## src/rtl/assert_macros.svh

```systemverilog
// assertion macros used by the gaussian tap weight generator
// no dependencies
`ifndef ASSERT_MACROS_SVH
`define ASSERT_MACROS_SVH

// implication checked on every clock edge outside reset
`define ASSERT_IMPLY(label, clk, rst_n, ante, cons) \
    label: assert property (@(posedge clk) disable iff (!rst_n) (ante) |-> (cons)) \
        else $error("assertion failed");

// implication checked in the cycle after the antecedent
`define ASSERT_NEXT(label, clk, rst_n, ante, cons) \
    label: assert property (@(posedge clk) disable iff (!rst_n) (ante) |=> (cons)) \
        else $error("assertion failed");

`endif

```

## src/rtl/gtw_pkg.sv

```systemverilog
// package for the gaussian tap weight generator
// constants, state enum, exponent table function
package gtw_pkg;

    localparam int MaxSamples = 32;
    localparam int HiInt = (MaxSamples - 1) < 31 ? (MaxSamples - 1) : 31;
    localparam logic [12:0] RadLo = 13'd26;
    localparam logic [12:0] RadHi = 13'(HiInt * 256);
    localparam logic [12:0] ExpK = 13'd6168;
    localparam int NumPairs = HiInt + 1;
    localparam int PairW = $clog2(NumPairs);

    typedef enum logic [3:0] {
        ST_IDLE,
        ST_CLAMP,
        ST_W0,
        ST_W1,
        ST_DIV0,
        ST_DIV1,
        ST_NORM0,
        ST_NORM1,
        ST_EMIT
    } t_state;

    // 2^-(f/256) in q16, rounded, computed by repeated fixed-point multiplication
    function automatic logic [16:0] exp_rom(input logic [7:0] f);
        logic [63:0] v;
        logic [16:0] res;
        v = 64'd1 << 32;
        res = 17'd65536;
        for (int k = 1; k < 256; k++) begin
            v = ((v * 64'd4283353945) + (64'd1 << 31)) >> 32;
            if (k == int'(f)) begin
                res = 17'((v + 64'h8000) >> 16);
            end
        end
        return res;
    endfunction

endpackage

```

## src/rtl/gaussian_tap_weight_generator.sv

```systemverilog
// gaussian tap weight generator: takes a blur radius, emits r+1 tap pairs
// each pair: up to three divides (two exponents, offset) plus a step state
// each tap: one normalize divide plus the NORM1 and EMIT states; one radius at a time
// reset: synchronous active low, returns to idle and drops busy and strobe
`include "assert_macros.svh"
module gaussian_tap_weight_generator (
    input  logic               i_clk,
    input  logic               i_rst_n,
    input  logic               start,
    output logic               busy,
    input  logic [12:0]        i_blur_radius,
    output logic               o_valid,
    output logic signed [15:0] o_tap_offset,
    output logic [15:0]        o_tap_weight,
    output logic               o_last_tap
);
    localparam int PW = gtw_pkg::PairW;

    gtw_pkg::t_state r_state, n_state;
    logic [12:0] r_s;
    logic [5:0]  r_r;
    logic signed [6:0] r_i;
    logic [PW-1:0] r_k, r_n;
    logic [16:0] r_w0, r_w1;
    logic [22:0] r_sum;
    logic [17:0] r_tot [gtw_pkg::NumPairs];
    logic signed [15:0] r_off [gtw_pkg::NumPairs];
    logic [15:0] r_wt;
    logic        r_div_busy;
    logic [25:0] r_s2;

    logic        w_dstart;
    logic [47:0] w_num, w_den, w_quot;
    logic        w_ddone;
    logic [5:0]  w_ax;
    logic [17:0] w_t;
    logic [16:0] w_wgt;
    logic [12:0] w_sin;

    gtw_divider u_div (
        .i_clk   (i_clk),
        .i_rst_n (i_rst_n),
        .i_start (w_dstart),
        .i_num   (w_num),
        .i_den   (w_den),
        .o_done  (w_ddone),
        .o_quot  (w_quot)
    );

    // operands for the shared divider
    always_comb begin
        w_ax = (r_state == gtw_pkg::ST_W1) ? 6'(r_i + 7'sd1) : 6'(r_i);
        if (r_i < 0 && r_state == gtw_pkg::ST_W0) w_ax = 6'(-r_i);
        if (r_i + 7'sd1 < 0 && r_state == gtw_pkg::ST_W1) w_ax = 6'(-(r_i + 7'sd1));
        w_t = {1'b0, r_w0} + {1'b0, r_w1};
        w_num = '0;
        w_den = 48'd1;
        case (r_state)
            gtw_pkg::ST_W0, gtw_pkg::ST_W1: begin
                w_num = 48'(gtw_pkg::ExpK) * 48'(w_ax) * 48'(w_ax) * 48'd65536
                      + 48'(r_s2 >> 1);
                w_den = 48'(r_s2);
            end
            gtw_pkg::ST_DIV0: begin
                w_num = 48'(r_w1) * 48'd1024 + 48'(w_t >> 1);
                w_den = 48'(w_t);
            end
            gtw_pkg::ST_NORM0: begin
                w_num = 48'(r_tot[r_k]) * 48'd65536 + 48'(r_sum >> 1);
                w_den = 48'(r_sum);
            end
            default: ;
        endcase
    end

    // exponent from quotient, and the clamped blur radius
    always_comb begin
        w_wgt = '0;
        if (w_quot[47:8] < 40'd17)
            w_wgt = gtw_pkg::exp_rom(w_quot[7:0]) >> w_quot[12:8];
        w_sin = i_blur_radius;
        if (w_sin < gtw_pkg::RadLo) w_sin = gtw_pkg::RadLo;
        if (w_sin > gtw_pkg::RadHi) w_sin = gtw_pkg::RadHi;
    end

    assign w_dstart = !r_div_busy && (r_state == gtw_pkg::ST_W0 || r_state == gtw_pkg::ST_W1
                      || r_state == gtw_pkg::ST_DIV0 || r_state == gtw_pkg::ST_NORM0);

    // next state
    always_comb begin
        n_state = r_state;
        case (r_state)
            gtw_pkg::ST_IDLE:  if (start) n_state = gtw_pkg::ST_CLAMP;
            gtw_pkg::ST_CLAMP: n_state = gtw_pkg::ST_W0;
            gtw_pkg::ST_W0:    if (w_ddone) n_state = gtw_pkg::ST_W1;
            gtw_pkg::ST_W1:    if (w_ddone || r_i == $signed({1'b0, r_r}))
                                   n_state = gtw_pkg::ST_DIV0;
            gtw_pkg::ST_DIV0:  if (w_ddone || w_t == '0) n_state = gtw_pkg::ST_DIV1;
            gtw_pkg::ST_DIV1:
                if (r_i + 7'sd2 > $signed({1'b0, r_r})) n_state = gtw_pkg::ST_NORM0;
                else n_state = gtw_pkg::ST_W0;
            gtw_pkg::ST_NORM0: if (w_ddone) n_state = gtw_pkg::ST_NORM1;
            gtw_pkg::ST_NORM1: n_state = gtw_pkg::ST_EMIT;
            gtw_pkg::ST_EMIT:
                if (r_k == r_n) n_state = gtw_pkg::ST_IDLE;
                else n_state = gtw_pkg::ST_NORM0;
            default: n_state = gtw_pkg::ST_IDLE;
        endcase
    end

    // datapath registers
    always_ff @(posedge i_clk) begin
        if (!i_rst_n) begin
            r_state    <= gtw_pkg::ST_IDLE;
            r_div_busy <= 1'b0;
        end else begin
            r_state <= n_state;
            if (w_dstart && !(r_state == gtw_pkg::ST_W1 && r_i == $signed({1'b0, r_r}))
                && !(r_state == gtw_pkg::ST_DIV0 && w_t == '0))
                r_div_busy <= 1'b1;
            else if (w_ddone)
                r_div_busy <= 1'b0;
        end
        case (r_state)
            gtw_pkg::ST_IDLE: begin
                r_s  <= w_sin;
                r_s2 <= 26'(w_sin) * 26'(w_sin);
            end
            gtw_pkg::ST_CLAMP: begin
                r_r   <= (r_s + 13'd255) > 13'(gtw_pkg::HiInt * 256 + 255)
                         ? 6'(gtw_pkg::HiInt) : 6'((r_s + 13'd255) >> 8);
                r_i   <= -$signed({1'b0, 6'((r_s + 13'd255) >> 8)});
                r_k   <= '0;
                r_sum <= '0;
                r_w1  <= '0;
            end
            gtw_pkg::ST_W0: if (w_ddone) r_w0 <= w_wgt;
            gtw_pkg::ST_W1: begin
                if (r_i == $signed({1'b0, r_r})) r_w1 <= '0;
                else if (w_ddone) r_w1 <= w_wgt;
            end
            gtw_pkg::ST_DIV0: begin
                if (w_t == '0) begin
                    r_off[r_k] <= 16'(r_i) <<< 10;
                end else if (w_ddone) begin
                    r_off[r_k] <= (16'(r_i) <<< 10) + 16'(w_quot);
                end
                r_tot[r_k] <= w_t;
            end
            gtw_pkg::ST_DIV1: begin
                r_sum <= r_sum + 23'(r_tot[r_k]);
                r_i   <= r_i + 7'sd2;
                // r_n keeps the index of the final pair
                if (r_i + 7'sd2 > $signed({1'b0, r_r})) begin
                    r_n <= r_k;
                    r_k <= '0;
                end else begin
                    r_k <= r_k + PW'(1);
                end
            end
            gtw_pkg::ST_NORM0:
                if (w_ddone) r_wt <= (w_quot > 48'd65535) ? 16'hFFFF : 16'(w_quot);
            gtw_pkg::ST_EMIT: r_k <= r_k + PW'(1);
            default: ;
        endcase
    end

    // outputs
    always_comb begin
        busy         = (r_state != gtw_pkg::ST_IDLE);
        o_valid      = (r_state == gtw_pkg::ST_EMIT);
        o_tap_offset = r_off[r_k];
        o_tap_weight = r_wt;
        o_last_tap   = (r_k == r_n);
    end

    `ASSERT_IMPLY(a_valid_busy, i_clk, i_rst_n, o_valid, busy)
    `ASSERT_NEXT(a_start_busy, i_clk, i_rst_n, start && !busy, busy)
    `ASSERT_NEXT(a_last_idle, i_clk, i_rst_n, o_valid && o_last_tap, !busy)
endmodule

```

## src/rtl/gtw_divider.sv

```systemverilog
// restoring divider, one quotient bit per cycle
// no dependencies
module gtw_divider (
    input  logic        i_clk,
    input  logic        i_rst_n,
    input  logic        i_start,
    input  logic [47:0] i_num,
    input  logic [47:0] i_den,
    output logic        o_done,
    output logic [47:0] o_quot
);
    logic [47:0] r_quot, n_quot;
    logic [48:0] r_rem, n_rem;
    logic [47:0] r_den;
    logic [5:0]  r_cnt;
    logic        r_busy;
    logic        r_done;
    logic [48:0] w_try;

    // shift in one numerator bit, trial subtract
    always_comb begin
        w_try  = {r_rem[47:0], r_quot[47]};
        n_quot = {r_quot[46:0], 1'b0};
        n_rem  = w_try;
        if (w_try >= {1'b0, r_den}) begin
            n_rem     = w_try - {1'b0, r_den};
            n_quot[0] = 1'b1;
        end
    end

    always_ff @(posedge i_clk) begin
        if (!i_rst_n) begin
            r_busy <= 1'b0;
            r_done <= 1'b0;
            r_cnt  <= '0;
        end else begin
            r_done <= 1'b0;
            if (i_start) begin
                r_busy <= 1'b1;
                r_cnt  <= 6'd47;
                r_quot <= i_num;
                r_rem  <= '0;
                r_den  <= i_den;
            end else if (r_busy) begin
                r_quot <= n_quot;
                r_rem  <= n_rem;
                r_cnt  <= r_cnt - 6'd1;
                if (r_cnt == 6'd0) begin
                    r_busy <= 1'b0;
                    r_done <= 1'b1;
                end
            end
        end
    end

    assign o_done = r_done;
    assign o_quot = r_quot;
endmodule
```

## config.mk

```make
export PLATFORM = sky130hd
export DESIGN_NAME = gaussian_tap_weight_generator
export DESIGN_NICKNAME = d
export VERILOG_FILES = /design/src/rtl/gtw_pkg.sv /design/src/rtl/gaussian_tap_weight_generator.sv /design/src/rtl/gtw_divider.sv
export VERILOG_INCLUDE_DIRS = /design/src /design/src/rtl
export SDC_FILE = /design/constraint.sdc
export NUM_CORES = 2
export LEC_CHECK = 0
export BUFFER_PORTS_ARGS = -buffer_cell sky130_fd_sc_hd__buf_2
export CORE_AREA = 3 3 413 415
export CTS_CLUSTER_DIAMETER = 100
export DETAILED_ROUTE_END_ITERATION = 10
export DIE_AREA = 0 0 416 418
export PLACE_DENSITY = 0.67
export SKIP_CTS_REPAIR_TIMING = 1
export SKIP_LAST_GASP = 1
export SYNTH_ARGS = -nofsm -noshare
export SYNTH_HDL_FRONTEND = slang
export SYNTH_SLANG_ARGS = --single-unit
```

## constraint.sdc

```tcl
create_clock -name i_clk -period 24.4 [get_ports i_clk]
set_clock_uncertainty 0.1 [all_clocks]
set_input_delay 6.1 -clock i_clk [delete_from_list [all_inputs] [get_ports i_clk]]
set_output_delay 6.1 -clock i_clk [all_outputs]
set_load 0.05 [all_outputs]
```

Yosys cells after proc, flatten, opt, wreduce, memory -nomap -nowiden
Memories as Yosys holds them, arrays and structs flattened. A register that Yosys moved wholly into a read port is not among the register bits.
Cells that the tools add are included.
- add/sub/neg operators: 16
- multiply operators: 3
- order comparisons: 9
- equality and inequality tests: 271
- shift operators: 1
- multiplexer cells: 304
- bitwise logic cells: 3
- reductions and logical operators: 34
- operators with widths (cell ; number):
    17-bit two-way mux ; 259
    8-bit equality test (first input constant) ; 128
    7-bit by 8-bit equality test with 1-bit output (first input constant) ; 64
    6-bit by 8-bit equality test with 1-bit output (first input constant) ; 32
    48-bit two-way mux ; 4
    5-bit by 8-bit equality test with 1-bit output (first input constant) ; 16
    42-bit case mux with 3 select lines ; 1
    26-bit case mux with 3 select lines ; 1
    4-bit by 8-bit equality test with 1-bit output (first input constant) ; 8
    49-bit by 48-bit >= comparator with 1-bit output ; 1
    48-bit by 16-bit greater-than comparator with 1-bit output (second input constant) ; 1
    48-bit subtractor ; 1
    23-bit case mux with 2 select lines ; 1
    41-bit by 25-bit adder with 42-bit output ; 1
    40-bit by 5-bit < comparator with 1-bit output (second input constant) ; 1
    4-bit case mux with 9 select lines ; 1
    34-bit by 22-bit adder with 35-bit output ; 1
    17-bit case mux with 2 select lines ; 1
    3-bit by 8-bit equality test with 1-bit output (first input constant) ; 4
    6-bit two-way mux ; 5
    27-bit by 17-bit adder with 28-bit output ; 1
    13-bit greater-than comparator (second input constant) ; 2
    13-bit by 13-bit multiplier with 26-bit output ; 1
    13-bit two-way mux ; 2
    51 further kinds ; 104
- flip-flop bits (word level): 292
- memory bits (writable): 1088
- bits of input ports: 16
- output and inout port bits: 35
- logic and storage cells: 663
- memories: 2
- memories (memory ; words ; bits a word ; read ports ; clocked after Yosys merged registers in ; wr ports ; line ; text):
    r_tot ; 32 ; 18 ; 1 ; 1 ; 1 ; gaussian_tap_weight_generator.sv:26 ; logic [17:0] r_tot [gtw_pkg::NumPairs];
    r_off ; 32 ; 16 ; 1 ; 1 ; 1 ; gaussian_tap_weight_generator.sv:27 ; logic signed [15:0] r_off [gtw_pkg::NumPairs];

Logic depth before layout (Yosys ltp)
- word-level depth: 262
- gate-level depth with buffers: 36
- gate-level depth less buffers: 34

By module
Synthesis repeated with hierarchy kept, for this count alone.
- cell total of the unflattened synthesis: 5659
- area, all modules: 76035.4 µm²
- by module, submodules not included (module ; times used ; cells each ; area an instance (µm²) ; seq. area each (µm²)):
    gaussian_tap_weight_generator ; 1 ; 4856 ; 67090.6 ; 36835.3
    gtw_divider ; 1 ; 803 ; 8944.8 ; 4484.3

Least setup slack after synthesis
No wires, ideal clock.
- path type: input -> register
- start: in i_blur_radius[12]
- end: reg r_s2[25] (data pin)
- library setup time: 0.260 ns
- data arrival time: 12.498 ns
- required time: 24.040 ns
- path slack: 11.542 ns
- cell stages on the path: 24
- buffers on the path: 0
- cells stage by stage: or4_1 -> nor3_1 -> nor2_1 -> a31oi_1 -> nor2_1 -> and2_1 -> fa_1 -> fa_1 -> inv_1 -> fa_1 -> inv_1 -> fa_1 -> fa_1 -> ha_1 -> a21o_1 -> a21oi_1 -> a31oi_1 -> a41oi_1 -> a21oi_1 -> a41o_1 -> o41a_1 -> a21o_1 -> a21oi_1 -> xnor2_1
- longest elaborated chain between the ends: 5
- RTL lines (element ; line ; text):
    start, declared ; gaussian_tap_weight_generator.sv:11 ; input logic [12:0] i_blur_radius,
    13-bit by 5-bit < comparator with 1-bit output ; gaussian_tap_weight_generator.sv:82 ; if (w_sin < gtw_pkg::RadLo) w_sin = gtw_pkg::RadLo;
    13-bit two-way mux (*) ; gaussian_tap_weight_generator.sv:82 ;
    13-bit greater-than comparator ; gaussian_tap_weight_generator.sv:83 ; if (w_sin > gtw_pkg::RadHi) w_sin = gtw_pkg::RadHi;
    13-bit two-way mux (*) ; gaussian_tap_weight_generator.sv:83 ;
    named net w_sin[1] ; gaussian_tap_weight_generator.sv:38 ; logic [12:0] w_sin;
    13-bit by 13-bit multiplier with 26-bit output (*) ; gaussian_tap_weight_generator.sv:127 ; r_s2 <= 26'(w_sin) * 26'(w_sin);
    end signal, assigned ; gaussian_tap_weight_generator.sv:127 ;
    end, declared ; gaussian_tap_weight_generator.sv:30 ; logic [25:0] r_s2;
Mark *: on every way through the listed nets, which the timed path passes. The rest lies on a longest branch.
A chain may end at the register's enable or synchronous reset.

Worst setup path in the final report
Ends and elaborated chain as after synthesis.

==> metrics.yaml <==
drt_iter0_markers: 5843
ant_nets: 0
dpl.hpwl_um: 146000
synth_cell_types: 106
async_flop_share: 0
grt_antenna_before_repair: 7
first_pass_iters: 8
crit_arrival_ns: 13.73
clockBufferDepth: 3
slowest_stage: "fa_1"
area_growth_syn_to_layout_pct: 10.4
final-setup-viol-count: 0
yosysSeqAreaShare: 0.555
grtUsageTotal: 0.254
netlist_area_um2: 73300
whs_path_depth: 2
critPathCaptureType: "flip-flop"
crit_required_ns: 24.77
yosys.area.top_type: "edfxtp_1"
clk_latency_ns: 0.78
avgRoutedWirePerCell_um: 28.8
grt_pass1_wl_um: 329000
hp-class: "flip-flop to flip-flop"
synth-seq-cells: 1360
rsz0062_at_grt: "false"
netlist.area_leader.share: 0.550
die_w_um: 416
gp_congestion: 1.05
cp_top_family: "adder cells"
grt_pass1_vias: 48263
start_kind: "primary input"
cts-root-buf: "clkbuf_16"
finalMaxSlewViolations: 0
hold_viol: 0
fillers: 14282
fmax_ghz: 0.0749
drt-vias-per-instance: 6.30
maxCapViolations: 0
path_depth: 27
portBuffers: 50
io_pins: 51
design_area_um2: 80900
dpl_cell_area_um2: 76300
fin_util: 0.484
ctsHtreeMaxLevel: 4
tightest_slew_ns: 1.30
syn_inst: 5398
worstSetupPathType: "primary input to flip-flop"
die_area_um2: 174000
layout_min_cycle_time_ns: 13.36
synth_edf_count: 1342
start_util: 0.439
die_height_um: 418
status: "completed"
path_clk_slew_ns: 0.06
place_inst: 7476
setup-tns-final_ns: 0
coreArea_um2: 167000
cp_max_fo: 22
via_count: 48697
final_nets: 5809
grt_max_degree: 114
maxSlewHeadroom: 0.131
yosysWarnings: 0
syn_nets: 5791
yosys-top-cells-area: "edfxtp_1 (55%), mux4_2 (11%), fa_1 (4.4%), ha_1 (3.7%), nand2_1 (1.9%)"
drive_gt1_frac: 0.168
r2r_cells: 34
rows: 150
drt_wl_total_um: 223000
cp_num_buf_inv: 5
numCtsBuffers: 142
avgSynthCellArea_um2: 13.6
finalNonFillerCells: 7729
min_period_over_period: 0.547
critPathMaxStageDelay_ns: 0.55
synthFlopType: "edfxtp_1"
gr-total-overflow: 0
critPathMostFrequentCell: "fa_1"
clock_sinks: 1360
drc: 0
cts_tree: "done"
worst paths after layout:
path / to / start / slack, ns
max: r_s2[25]$_DFFE_PN_ / i_blur_radius[12] / 11.04
min: r_div_busy$_SDFFE_PN0P_ / r_div_busy$_SDFFE_PN0P_ / 0.41
max reg2reg: u_div.o_quot[41]$_DFFE_PP_ / r_i[1]$_DFFE_PP_ / 14.40
min reg2reg: r_div_busy$_SDFFE_PN0P_ / r_div_busy$_SDFFE_PN0P_ / 0.41
layer usage:
| layer | track usage | vias up | routed length [µm] |
|---|---|---|---|
| met1 | 0.353 | 24966 | 91100 |
| met2 | 0.397 | 2374 | 103000 |
| met4 | 0.0932 | 8 | 8860 |
| met3 | 0.0522 | 483 | 19700 |
| met5 | 0 | - | 59 |
| li1 | - | 20866 | - |
layout by cell type (no fill, tap or decap), drive strengths merged, types with 93 or more instances in the layout:
master	instances
nand3	93
a21oi	204
nand2	363
nor2	358
buf	211
mux4	344
xnor2	129
o21ai	207
ha	217
fa	160
nor3	120
edfxtp	1342
inv	309
clkbuf	171
cells by family after synthesis:
kind of cell               share of synthesized area
AOI/OAI and AO/OA                             0.0885
and+or+nand+nor                                0.101
buffers and inverters                         0.0365
adders and majority gates                     0.0808
DFF                                            0.555
muxes                                          0.114
xor gates and xnor gates                      0.0235
cell usage after synthesis (15+ instances only):
| library cell | count |
|---|---|
| a2111oi_0 | 15 |
| a211oi_1 | 53 |
| a21o_1 | 42 |
| a21oi_1 | 203 |
| a221oi_1 | 22 |
| a222oi_1 | 22 |
| a22oi_1 | 19 |
| a31oi_1 | 42 |
| a32oi_1 | 20 |
| and2_1 | 62 |
| and3_1 | 80 |
| buf_1 | 15 |
| buf_2 | 101 |
| buf_4 | 25 |
| clkbuf_1 | 192 |
| dfxtp_1 | 18 |
| edfxtp_1 | 1342 |
| fa_1 | 160 |
| ha_1 | 217 |
| inv_1 | 301 |
| mux2_2 | 34 |
| mux2i_1 | 25 |
| mux4_2 | 344 |
| nand2_1 | 363 |
| nand2b_1 | 59 |
| nand3_1 | 92 |
| nand3b_1 | 23 |
| nand4_1 | 42 |
| nor2_1 | 358 |
| nor2b_1 | 38 |
| nor3_1 | 120 |
| nor4_1 | 48 |
| o2111ai_1 | 20 |
| o211ai_1 | 31 |
| o21a_1 | 32 |
| o21ai_0 | 194 |
| o22ai_1 | 43 |
| o31ai_1 | 24 |
| o32ai_1 | 23 |
| or2_2 | 25 |
| or3_1 | 31 |
| or4_1 | 20 |
| xnor2_1 | 128 |
| xor2_1 | 65 |
stage by stage:
stage	setup slack [ns]	hold slack (ns)
2_1_floorplan	11.54	0.324
3_3_place_gp	10.47	0.403
3_5_place_dp	10.39	0.409
4_1_cts	11.15	0.417
5_1_grt	10.56	0.438
6_report	11.04	0.415
registers in the layout, summed over array words and instances (netlist names), named ones only:
signal        count
r_tot           576
r_off           512
u_div.o_quot     48
u_div.r_rem      48
u_div.r_den      26
r_s2             24
r_sum            23
r_w0             17
r_w1             17
o_tap_weight     16
r_s              13
r_i               7
u_div.r_cnt       6
r_k               5
r_n               5
r_r               5
r_state           4
r_div_busy        1
u_div.o_done      1
u_div.r_busy      1
cell type report:
type	instances	area, µm²	area share
diodes	2	5.00	0.0000619
clock buffers	171	3660	0.0453
clock inverters	80	863	0.0107
inverters	309	1160	0.0143
multi-input cells	3392	30200	0.374
flip-flops and latches	1360	40700	0.503
well taps	2204	2760	0.0341
repair buffers	211	1480	0.0184
worst min-delay path: stages, from the launching register on:
cell and delay [ns]:
dfxtp_1 0.34, nand3_1 0.08, nand2_1 0.05
Power is not shown: default switching activity piles up to over one toggle a cycle in this logic, so the estimate is an artifact.
